[src/rtl/rlpu_pkg.sv]
// ---------------------------------------------------------------------------
// rlpu_pkg
// Shared types, constants and pair rule tables for the ring lattice pair
// update unit.
// ---------------------------------------------------------------------------
package rlpu_pkg;

  localparam int SITES_DEF   = 1024;
  localparam int RING_W      = 11;
  localparam int THR_W       = 17;
  localparam int IDX_W       = 10;
  localparam int DRAW_W      = 16;
  localparam int COUNT_W     = 11;
  localparam int CFG_DATA_W  = 17;
  localparam int CFG_INDEX_W = 2;
  localparam int IN_DATA_W   = 48;
  localparam int OUT_DATA_W  = 24;

  localparam logic [RING_W-1:0] RING_SIZE_RST = 11'd1024;
  localparam logic [THR_W-1:0]  ALPHA_RST     = 17'd9175;
  localparam logic [THR_W-1:0]  BETA_RST      = 17'd1311;
  localparam logic [THR_W-1:0]  GAMMA_RST     = 17'd58982;

  typedef enum logic [CFG_INDEX_W-1:0] {
    CFG_RING_SIZE = 2'd0,
    CFG_ALPHA     = 2'd1,
    CFG_BETA      = 2'd2,
    CFG_GAMMA     = 2'd3
  } cfg_index_t;

  typedef enum logic [2:0] {
    RK_NONE  = 3'd0,
    RK_ALPHA = 3'd1,
    RK_BETA  = 3'd2,
    RK_GAMMA = 3'd3,
    RK_SPLIT = 3'd4
  } rule_kind_t;

  localparam logic [3:0] SPLIT_BETA_CODE = 4'h8;

  typedef struct packed {
    logic latch_item;
    logic rd_j;
    logic clr_write;
    logic ld_write;
    logic wr_i;
    logic wr_j;
    logic out_load;
  } rlpu_cmd_t;

  typedef struct packed {
    logic rejected;
    logic op_update;
    logic clr_last;
    logic out_free;
  } rlpu_sts_t;

  function automatic rule_kind_t rule_kind(input logic [3:0] code);
    rule_kind_t k;
    case (code)
      4'd3, 4'd7, 4'd15:  k = RK_BETA;
      4'd6, 4'd14:        k = RK_GAMMA;
      4'd8, 4'd9, 4'd10:  k = RK_ALPHA;
      4'd11:              k = RK_SPLIT;
      default:            k = RK_NONE;
    endcase
    return k;
  endfunction

  function automatic logic [3:0] rule_next(input logic [3:0] code);
    logic [3:0] n;
    case (code)
      4'd3:    n = 4'h0;
      4'd6:    n = 4'h3;
      4'd7:    n = 4'h4;
      4'd8:    n = 4'hC;
      4'd9:    n = 4'hD;
      4'd10:   n = 4'hE;
      4'd11:   n = 4'hF;
      4'd14:   n = 4'hB;
      4'd15:   n = 4'hC;
      default: n = code;
    endcase
    return n;
  endfunction

endpackage

[src/rtl/rlpu_ram.sv]
// ---------------------------------------------------------------------------
// rlpu_ram
// Generic single write port, single read port RAM with registered read.
// ---------------------------------------------------------------------------
module rlpu_ram #(
  parameter int WIDTH = 2,
  parameter int DEPTH = 1024
) (
  input  logic                     clk,
  input  logic                     we,
  input  logic [$clog2(DEPTH)-1:0] waddr,
  input  logic [WIDTH-1:0]         wdata,
  input  logic [$clog2(DEPTH)-1:0] raddr,
  output logic [WIDTH-1:0]         rdata
);

  logic [WIDTH-1:0] mem [DEPTH];
  logic [WIDTH-1:0] rdata_r;

  always_ff @(posedge clk) begin
    if (we) begin
      mem[waddr] <= wdata;
    end
    rdata_r <= mem[raddr];
  end

  assign rdata = rdata_r;

endmodule

[src/rtl/rlpu_ctrl.sv]
// ---------------------------------------------------------------------------
// rlpu_ctrl
// Sequencer: clearing sweep after reset, then per transaction the site
// reads, load or rule write-backs and result hand-off.
// ---------------------------------------------------------------------------
module rlpu_ctrl
  import rlpu_pkg::*;
(
  input  logic      clk,
  input  logic      rst_n,
  input  logic      in_tvalid,
  output logic      in_tready,
  input  rlpu_sts_t sts,
  output rlpu_cmd_t cmd
);

  typedef enum logic [7:0] {
    S_CLR  = 8'b0000_0001,
    S_IDLE = 8'b0000_0010,
    S_RDI  = 8'b0000_0100,
    S_RDJ  = 8'b0000_1000,
    S_WRI  = 8'b0001_0000,
    S_WRJ  = 8'b0010_0000,
    S_LDW  = 8'b0100_0000,
    S_DONE = 8'b1000_0000
  } state_t;

  state_t state_r, state_nxt;

  always_ff @(posedge clk) begin
    if (!rst_n) begin
      state_r <= S_CLR;
    end else begin
      state_r <= state_nxt;
    end
  end

  always_comb begin
    state_nxt = state_r;
    cmd       = '0;
    in_tready = 1'b0;
    case (state_r)
      S_CLR: begin
        cmd.clr_write = 1'b1;
        if (sts.clr_last) begin
          state_nxt = S_IDLE;
        end
      end
      S_IDLE: begin
        in_tready = 1'b1;
        if (in_tvalid) begin
          cmd.latch_item = 1'b1;
          state_nxt      = S_RDI;
        end
      end
      S_RDI: begin
        if (sts.rejected) begin
          state_nxt = S_DONE;
        end else if (sts.op_update) begin
          state_nxt = S_RDJ;
        end else begin
          state_nxt = S_LDW;
        end
      end
      S_RDJ: begin
        cmd.rd_j  = 1'b1;
        state_nxt = S_WRI;
      end
      S_WRI: begin
        cmd.wr_i  = 1'b1;
        state_nxt = S_WRJ;
      end
      S_WRJ: begin
        cmd.wr_j  = 1'b1;
        state_nxt = S_DONE;
      end
      S_LDW: begin
        cmd.ld_write = 1'b1;
        state_nxt    = S_DONE;
      end
      S_DONE: begin
        if (sts.out_free) begin
          cmd.out_load = 1'b1;
          state_nxt    = S_IDLE;
        end
      end
      default: begin
        state_nxt = S_CLR;
      end
    endcase
  end

endmodule

[src/rtl/rlpu_dp.sv]
// ---------------------------------------------------------------------------
// rlpu_dp
// Datapath: config registers, item registers, site memory, pair rule
// evaluation, running totals and the result register.
// ---------------------------------------------------------------------------
module rlpu_dp
  import rlpu_pkg::*;
#(
  parameter int SITES = SITES_DEF
) (
  input  logic                   clk,
  input  logic                   rst_n,
  input  logic                   cfg_we,
  input  logic [CFG_INDEX_W-1:0] cfg_index,
  input  logic [CFG_DATA_W-1:0]  cfg_wdata,
  input  logic                   in_op,
  input  logic [IDX_W-1:0]       in_site_index,
  input  logic                   in_load_a,
  input  logic                   in_load_b,
  input  logic [DRAW_W-1:0]      in_draw_one,
  input  logic [DRAW_W-1:0]      in_draw_two,
  input  logic                   out_tready,
  output logic                   out_tvalid,
  output logic [COUNT_W-1:0]     out_count_a,
  output logic [COUNT_W-1:0]     out_count_b,
  output logic                   out_rejected,
  input  rlpu_cmd_t              cmd,
  output rlpu_sts_t              sts
);

  localparam int AW = $clog2(SITES);
  localparam int NW = $clog2(SITES + 1);
  localparam int CW = (NW > RING_W) ? NW : RING_W;

  // config
  logic [RING_W-1:0] ring_size_r;
  logic [THR_W-1:0]  alpha_thr_r, beta_thr_r, gamma_thr_r;

  always_ff @(posedge clk) begin
    if (!rst_n) begin
      ring_size_r <= RING_SIZE_RST;
      alpha_thr_r <= ALPHA_RST;
      beta_thr_r  <= BETA_RST;
      gamma_thr_r <= GAMMA_RST;
    end else if (cfg_we) begin
      case (cfg_index_t'(cfg_index))
        CFG_RING_SIZE: ring_size_r <= cfg_wdata[RING_W-1:0];
        CFG_ALPHA:     alpha_thr_r <= cfg_wdata[THR_W-1:0];
        CFG_BETA:      beta_thr_r  <= cfg_wdata[THR_W-1:0];
        CFG_GAMMA:     gamma_thr_r <= cfg_wdata[THR_W-1:0];
        default: ;
      endcase
    end
  end

  // item
  logic              op_r, la_r, lb_r;
  logic [IDX_W-1:0]  idx_r;
  logic [DRAW_W-1:0] d1_r, d2_r;

  always_ff @(posedge clk) begin
    if (cmd.latch_item) begin
      op_r  <= in_op;
      idx_r <= in_site_index;
      la_r  <= in_load_a;
      lb_r  <= in_load_b;
      d1_r  <= in_draw_one;
      d2_r  <= in_draw_two;
    end
  end

  // ring geometry
  logic [CW-1:0] ring_ext, n_eff, idx_ext, idx_inc, j_ext;
  logic [AW-1:0] addr_i, addr_j;
  logic          rej;

  always_comb begin
    ring_ext = CW'(ring_size_r);
    if (ring_ext < CW'(2)) begin
      n_eff = CW'(2);
    end else if (ring_ext > CW'(SITES)) begin
      n_eff = CW'(SITES);
    end else begin
      n_eff = ring_ext;
    end
    idx_ext = CW'(idx_r);
    idx_inc = idx_ext + CW'(1);
    j_ext   = (idx_inc == n_eff) ? '0 : idx_inc;
    rej     = (idx_ext >= n_eff);
    addr_i  = idx_ext[AW-1:0];
    addr_j  = j_ext[AW-1:0];
  end

  // clearing sweep
  logic [AW-1:0] clr_cnt_r;
  logic          clr_last;

  assign clr_last = (clr_cnt_r == AW'(SITES - 1));

  always_ff @(posedge clk) begin
    if (!rst_n) begin
      clr_cnt_r <= '0;
    end else if (cmd.clr_write) begin
      clr_cnt_r <= clr_cnt_r + AW'(1);
    end
  end

  // site memory, word = {a, b}
  logic          ram_we;
  logic [AW-1:0] ram_waddr, ram_raddr;
  logic [1:0]    ram_wdata, ram_rdata;

  rlpu_ram #(
    .WIDTH (2),
    .DEPTH (SITES)
  ) u_sites (
    .clk   (clk),
    .we    (ram_we),
    .waddr (ram_waddr),
    .wdata (ram_wdata),
    .raddr (ram_raddr),
    .rdata (ram_rdata)
  );

  assign ram_raddr = cmd.rd_j ? addr_j : addr_i;

  // pair rule
  logic [1:0]  old_i_r, old_j_r, new_j_r;
  logic        fire_r;
  logic [3:0]  code, nk;
  rule_kind_t  kind;
  logic        fire;
  logic        lt_alpha, lt_beta1, lt_beta2, lt_gamma;

  always_comb begin
    code     = {old_i_r[1], ram_rdata[1], old_i_r[0], ram_rdata[0]};
    kind     = rule_kind(code);
    nk       = rule_next(code);
    lt_alpha = {1'b0, d1_r} < alpha_thr_r;
    lt_beta1 = {1'b0, d1_r} < beta_thr_r;
    lt_beta2 = {1'b0, d2_r} < beta_thr_r;
    lt_gamma = {1'b0, d1_r} < gamma_thr_r;
    fire     = 1'b0;
    case (kind)
      RK_ALPHA: fire = lt_alpha;
      RK_BETA:  fire = lt_beta1;
      RK_GAMMA: fire = lt_gamma;
      RK_SPLIT: begin
        if (lt_alpha) begin
          fire = 1'b1;
        end else if (lt_beta2) begin
          fire = 1'b1;
          nk   = SPLIT_BETA_CODE;
        end
      end
      default: fire = 1'b0;
    endcase
  end

  always_ff @(posedge clk) begin
    if (cmd.rd_j) begin
      old_i_r <= ram_rdata;
    end
    if (cmd.wr_i) begin
      old_j_r <= ram_rdata;
      new_j_r <= {nk[2], nk[0]};
      fire_r  <= fire;
    end
  end

  // write port and totals
  logic          upd_en;
  logic [1:0]    upd_old, upd_new;
  logic [NW-1:0] total_a_r, total_a_nxt, total_b_r, total_b_nxt;

  always_comb begin
    ram_we    = 1'b0;
    ram_waddr = addr_i;
    ram_wdata = '0;
    upd_en    = 1'b0;
    upd_old   = ram_rdata;
    upd_new   = '0;
    if (cmd.clr_write) begin
      ram_we    = 1'b1;
      ram_waddr = clr_cnt_r;
    end else if (cmd.ld_write) begin
      ram_we    = 1'b1;
      ram_wdata = {la_r, lb_r};
      upd_en    = 1'b1;
      upd_new   = {la_r, lb_r};
    end else if (cmd.wr_i) begin
      ram_we    = fire;
      ram_wdata = {nk[3], nk[1]};
      upd_en    = fire;
      upd_old   = old_i_r;
      upd_new   = {nk[3], nk[1]};
    end else if (cmd.wr_j) begin
      ram_we    = fire_r;
      ram_waddr = addr_j;
      ram_wdata = new_j_r;
      upd_en    = fire_r;
      upd_old   = old_j_r;
      upd_new   = new_j_r;
    end

    total_a_nxt = total_a_r;
    total_b_nxt = total_b_r;
    if (upd_en && (upd_new[1] != upd_old[1])) begin
      total_a_nxt = upd_new[1] ? total_a_r + NW'(1) : total_a_r - NW'(1);
    end
    if (upd_en && (upd_new[0] != upd_old[0])) begin
      total_b_nxt = upd_new[0] ? total_b_r + NW'(1) : total_b_r - NW'(1);
    end
  end

  always_ff @(posedge clk) begin
    if (!rst_n) begin
      total_a_r <= '0;
      total_b_r <= '0;
    end else begin
      total_a_r <= total_a_nxt;
      total_b_r <= total_b_nxt;
    end
  end

  // result register
  logic                 out_tvalid_r;
  logic [COUNT_W-1:0]   cnt_a_r, cnt_b_r;
  logic                 rej_out_r;
  logic [CW-1:0]        tot_a_ext, tot_b_ext;
  logic [COUNT_W-1:0]   sat_a, sat_b;

  always_comb begin
    tot_a_ext = CW'(total_a_r);
    tot_b_ext = CW'(total_b_r);
    sat_a = (tot_a_ext > CW'(2047)) ? {COUNT_W{1'b1}} : tot_a_ext[COUNT_W-1:0];
    sat_b = (tot_b_ext > CW'(2047)) ? {COUNT_W{1'b1}} : tot_b_ext[COUNT_W-1:0];
  end

  always_ff @(posedge clk) begin
    if (!rst_n) begin
      out_tvalid_r <= 1'b0;
    end else if (cmd.out_load) begin
      out_tvalid_r <= 1'b1;
    end else if (out_tready) begin
      out_tvalid_r <= 1'b0;
    end
  end

  always_ff @(posedge clk) begin
    if (cmd.out_load) begin
      cnt_a_r   <= sat_a;
      cnt_b_r   <= sat_b;
      rej_out_r <= rej;
    end
  end

  assign out_tvalid   = out_tvalid_r;
  assign out_count_a  = cnt_a_r;
  assign out_count_b  = cnt_b_r;
  assign out_rejected = rej_out_r;

  assign sts.rejected  = rej;
  assign sts.op_update = op_r;
  assign sts.clr_last  = clr_last;
  assign sts.out_free  = !out_tvalid_r || out_tready;

endmodule

[src/rtl/ring_lattice_pair_update_unit.sv]
// ---------------------------------------------------------------------------
// ring_lattice_pair_update_unit
// Two-bit-per-site ring with running totals; load and pair update stream.
// ---------------------------------------------------------------------------
// After reset the site memory is swept to zero, one site per cycle, so no
// transaction is taken until the sweep has reached the last site (config
// writes still go in). A rejected index goes straight to the hand-off, a
// load reads site i and then writes it, and a pair update uses the single
// read and single write port of the site memory in turn (read i, read j,
// write i, write j). The result sits in an output register, so the next
// transaction is accepted while it waits to be taken.
module ring_lattice_pair_update_unit
  import rlpu_pkg::*;
#(
  parameter int SITES = SITES_DEF
) (
  input  logic                   clk,
  input  logic                   rst_n,
  input  logic                   cfg_we,
  input  logic [CFG_INDEX_W-1:0] cfg_index,
  input  logic [CFG_DATA_W-1:0]  cfg_wdata,
  input  logic                   in_tvalid,
  output logic                   in_tready,
  // [9:0] site_index, [10] load_a, [11] load_b, [27:12] draw_one,
  // [43:28] draw_two, [47:44] zero
  input  logic [IN_DATA_W-1:0]   in_tdata,
  // [0] op
  input  logic                   in_tuser,
  output logic                   out_tvalid,
  input  logic                   out_tready,
  // [10:0] count_a, [21:11] count_b, [23:22] zero
  output logic [OUT_DATA_W-1:0]  out_tdata,
  // [0] rejected
  output logic                   out_tuser
);

  rlpu_cmd_t          cmd;
  rlpu_sts_t          sts;
  logic [COUNT_W-1:0] count_a, count_b;

  rlpu_ctrl u_ctrl (
    .clk       (clk),
    .rst_n     (rst_n),
    .in_tvalid (in_tvalid),
    .in_tready (in_tready),
    .sts       (sts),
    .cmd       (cmd)
  );

  rlpu_dp #(
    .SITES (SITES)
  ) u_dp (
    .clk           (clk),
    .rst_n         (rst_n),
    .cfg_we        (cfg_we),
    .cfg_index     (cfg_index),
    .cfg_wdata     (cfg_wdata),
    .in_op         (in_tuser),
    .in_site_index (in_tdata[9:0]),
    .in_load_a     (in_tdata[10]),
    .in_load_b     (in_tdata[11]),
    .in_draw_one   (in_tdata[27:12]),
    .in_draw_two   (in_tdata[43:28]),
    .out_tready    (out_tready),
    .out_tvalid    (out_tvalid),
    .out_count_a   (count_a),
    .out_count_b   (count_b),
    .out_rejected  (out_tuser),
    .cmd           (cmd),
    .sts           (sts)
  );

  assign out_tdata = {2'b00, count_b, count_a};

endmodule
[config.mk]
export PLATFORM = sky130hd
export DESIGN_NAME = ring_lattice_pair_update_unit
export DESIGN_NICKNAME = d
export VERILOG_FILES = /design/src/rtl/rlpu_pkg.sv /design/src/rtl/rlpu_ram.sv /design/src/rtl/rlpu_ctrl.sv /design/src/rtl/rlpu_dp.sv /design/src/rtl/ring_lattice_pair_update_unit.sv
export SDC_FILE = /design/constraint.sdc
export NUM_CORES = 2
export LEC_CHECK = 0
export BUFFER_PORTS_ARGS = -buffer_cell sky130_fd_sc_hd__buf_4
export CAP_MARGIN = 20
export CORE_MARGIN = 3
export CORE_UTILIZATION = 55
export DETAILED_ROUTE_END_ITERATION = 10
export PLACE_DENSITY = 0.71
export SETUP_SLACK_MARGIN = 0.3
export SLEW_MARGIN = 10
export SYNTH_ARGS = -nofsm -noshare
export SYNTH_HDL_FRONTEND = slang
export SYNTH_HIERARCHICAL = 1
export SYNTH_SLANG_ARGS = --single-unit
[constraint.sdc]
create_clock -name clk -period 25.2 [get_ports clk]
set_clock_uncertainty 0.15 [all_clocks]
set_input_delay 1.26 -clock clk [delete_from_list [all_inputs] [get_ports clk]]
set_output_delay 1.26 -clock clk [all_outputs]
set_load 0.01 [all_outputs]
==> impl_metrics.ini <==
[status]
status = finished, final reports clean

[placement]
dp_hpwl_mm = 136
dpl.cell_count = 7826
preCtsSetupSlack_ns = 16.69
gp_congestion = 0.845
portBuffers = 93

[global_routing]
grt-ovfl-total = 0
antenna_found_initial = 5
grt_pass1_wl_mm = 349
track_usage_pct = 27.3
grt_pass1_vias = 52910
grt_max_degree = 179

[drt]
drt_wl_total_mm = 239
drt_pass1_iterations = 8
drc = 0
drt_iter0_markers = 7652
ant_nets = 0
routed-via-count = 53434
vias_per_cell = 6.49
post_drt_wl_per_cell_um = 29.0

[synth]
yosysMostFrequentCell = edfxtp_1
async_flop_share_pct = 0
synth_seq_area_share_pct = 70.3
ys_seq_elements = 2228
synth_edf_count = 2123
syn_area_mm2 = 0.0936
synth_top_area_share_pct = 68.1
netlist_top_cells_area = edfxtp_1 68%, mux4_2 11%, nor2_1 4.5%
synth_area_leader_cell = edfxtp_1
synth.avg_cell_area_um2 = 16.0
ys_warn_count = 6
ys_types = 98
ys.flop_type = edfxtp_1
synth_common_cells = 2123 x edfxtp_1, 1130 x nor2_1, 449 x mux4_2, 293 x clkbuf_1, 250 x nand2_1
syn_inst = 5864

[sta]
post-route-period-util_pct = 33.8
worstMarginPinSlew_ns = 1.20
fin_tns_setup_ns = 0
setup_slack_ns = 16.67
fmaxAchievable_mhz = 117
rsz0062_at_grt = no
min_period_ns = 8.53
max_slew_margin_pct = 20.3
drv_slew = 0
setup_viol = 0
hold_violations = 0

[finish]
seqCellArea_mm2 = 0.0659
fin_cells = 8227
post-route-util_pct = 61.4
nFillCells = 12008
syn2layout_area_growth_pct = 10.3
insertedDiodeCount = 0
layout-drive-gt1-share_pct = 17.7
multiInputGateArea_mm2 = 0.0255
fin_nets = 6014

[setup_path]
worstSetupEndpointType = flip-flop
rrSetupSlack_ns = 16.67
cp_cell_sequence = ha_1 > nand3_1 > nor3_2 > nor2b_1 > o311a_1 > o2111a_1 > nor2b_2 > inv_1 > mux2i_4 > buf_4 > buf_4 > buf_4 > mux4_2 > mux4_2 > a22o_1 > nor4_2 > nor3_1 > o311ai_0 > nand4_1
critical_path.startpoint = u_dp/addr_i[1]
endpoint = u_dp/u_sites/rdata[1]
cp_common_cell = buf_4
r2r_cells = 19
start_kind = flip-flop
slowest_stage = nor4_2
cp_data_required_time_ns = 25.72
crit_buf_inv = 4
reg2reg_from = u_dp/addr_i[1]
critPathMaxFanout = 38
path_delay_family = simple AND/OR/NAND/NOR gates
critical_path_depth = 19
worstPathArrival_ns = 9.05
cpPeakStageDelay_ns = 0.88
r2r-end = u_dp/u_sites/rdata[1]
crit_type = flip-flop to flip-flop

[power]
power_density_mw_per_mm2 = 71.1
total_power_mw = 7.34
peakVddDrop_uv = 86.4
power_leakage_nw = 27.5

[clock_network]
h-tree-depth = 4
cts.sinks = 2228
cts_setup_buffers = 0
numCtsBuffers = 211
cts_tree = built
clock_latency_ns = 0.86
cts_hold_buf = 0
clockRootBuffer = clkbuf_16
clk_pin_slew_ns = 0.06
ctsResizeCount = 0
clk_path_buf_depth = 3

[hold_path]
min_path_type = flip-flop to flip-flop

[die]
row_count = 150
fp.coreArea_mm2 = 0.168
fp.dieW_um = 419
die_h_um = 419
start_util_pct = 55.7
die-area_mm2 = 0.175
ios = 100

[job]
maxCapViolCount = 0
## layout by cell type, fill, tap and decap left out, types with 14 or more instances in the layout
cell type	n
a211oi_1	23
clkinv_2	32
o221ai_1	84
inv_1	74
nand4_1	20
xnor2_1	28
mux2i_1	228
a21oi_1	169
nor3_1	61
ha_1	91
nand2b_1	21
a22o_1	20
clkinvlp_4	16
clkbuf_16	213
buf_4	211
mux4_2	449
a22oi_1	46
nand2_1	241
nor2_1	1128
bufinv_16	19
nand3_1	37
edfxtp_1	2123
o211ai_1	32
nand3_2	14
o22ai_1	45
dfxtp_1	105
clkinv_1	54
clkbuf_1	42
o21ai_0	73
nor2b_1	26
## power breakdown
part | switching [mW] | internal (mW) | total, mW
sequential | 0.00531 | 4.00 | 4.01
combinational | 0.168 | 0.0435 | 0.212
clock | 1.37 | 1.75 | 3.12
## area by class of cell
| type | count | share of cell area (%) |
|---|---|---|
| clock buffer | 255 | 5.31 |
| clock inverter | 133 | 1.26 |
| inverter | 82 | 0.316 |
| multi-input combinational | 3092 | 24.7 |
| sequential | 2228 | 63.8 |
| tap | 2204 | 2.67 |
| timing repair buffer | 233 | 1.98 |
## state kept, by name, summed over array words and instances (netlist names), 16 cells and up
register          count
u_dp/d1_r            16
u_dp/gamma_thr_r     17
u_dp/d2_r            16
u_dp/u_sites/mem   2048
u_dp/beta_thr_r      17
u_dp/alpha_thr_r     17
## routing by layer
layer	vias up	track usage, %	routed length [um]
met4	2	10.1	9300
met1	27389	37.5	88500
met5	-	0	12
met2	2922	44.2	116000
li1	22626	-	-
met3	495	4.92	24400
## logic make-up (layout without fill, tap and decap cells)
kind of cell / Yosys count / after routing / synth area share, %
muxes: 690 / 690 / 13.4
and+or+nand+nor: 1676 / 1676 / 7.50
xor gates and xnor gates: 39 / 39 / 0.379
adders and majority gates: 93 / 93 / 1.26
buffers and inverters: 545 / 703 / 2.84
other: 1 / 2 / 0.00400
AOI/OAI and AO/OA: 592 / 592 / 4.30
DFF: 2228 / 2228 / 70.3
## worst reg2reg max path, cell delays in order (launching register included)
cell and delay [ns]:
edfxtp_1 0.49, ha_1 0.30, nand3_1 0.18, nor3_2 0.38, nor2b_1 0.12, o311a_1 0.35, o2111a_1 0.49, nor2b_2 0.35
inv_1 0.21, mux2i_4 0.17, buf_4 0.60, buf_4 0.76, buf_4 0.72, mux4_2 0.63, mux4_2 0.56, a22o_1 0.27
nor4_2 0.88, nor3_1 0.24, o311ai_0 0.30, nand4_1 0.23
## per-stage QoR
| stage | hold WS (ns) | instance area, um^2 |
|---|---|---|
| after floorplan | 0.283 | 93700 |
| after global placement | 0.281 | 96100 |
| after detailed placement | 0.286 | 96200 |
| after CTS | 0.296 | 103000 |
| after global routing | 0.312 | 103000 |
| final | 0.302 | 103000 |
## worst min-delay path by stage
stage | to | cells after the start | slack, ns | from
after detailed placement | u_ctrl/state_r[6] | 1 | 0.29 | u_dp/op_r
after floorplan | u_dp/alpha_thr_r[0] | 2 | 0.28 | u_dp/alpha_thr_r[0]
after global placement | u_ctrl/state_r[6] | 1 | 0.28 | u_dp/op_r
final | u_ctrl/state_r[6] | 1 | 0.30 | u_dp/op_r
after CTS | u_ctrl/state_r[6] | 1 | 0.30 | u_dp/op_r
after global routing | u_ctrl/state_r[6] | 1 | 0.31 | u_dp/op_r
Note: power is estimated with default switching activity, not from simulation.
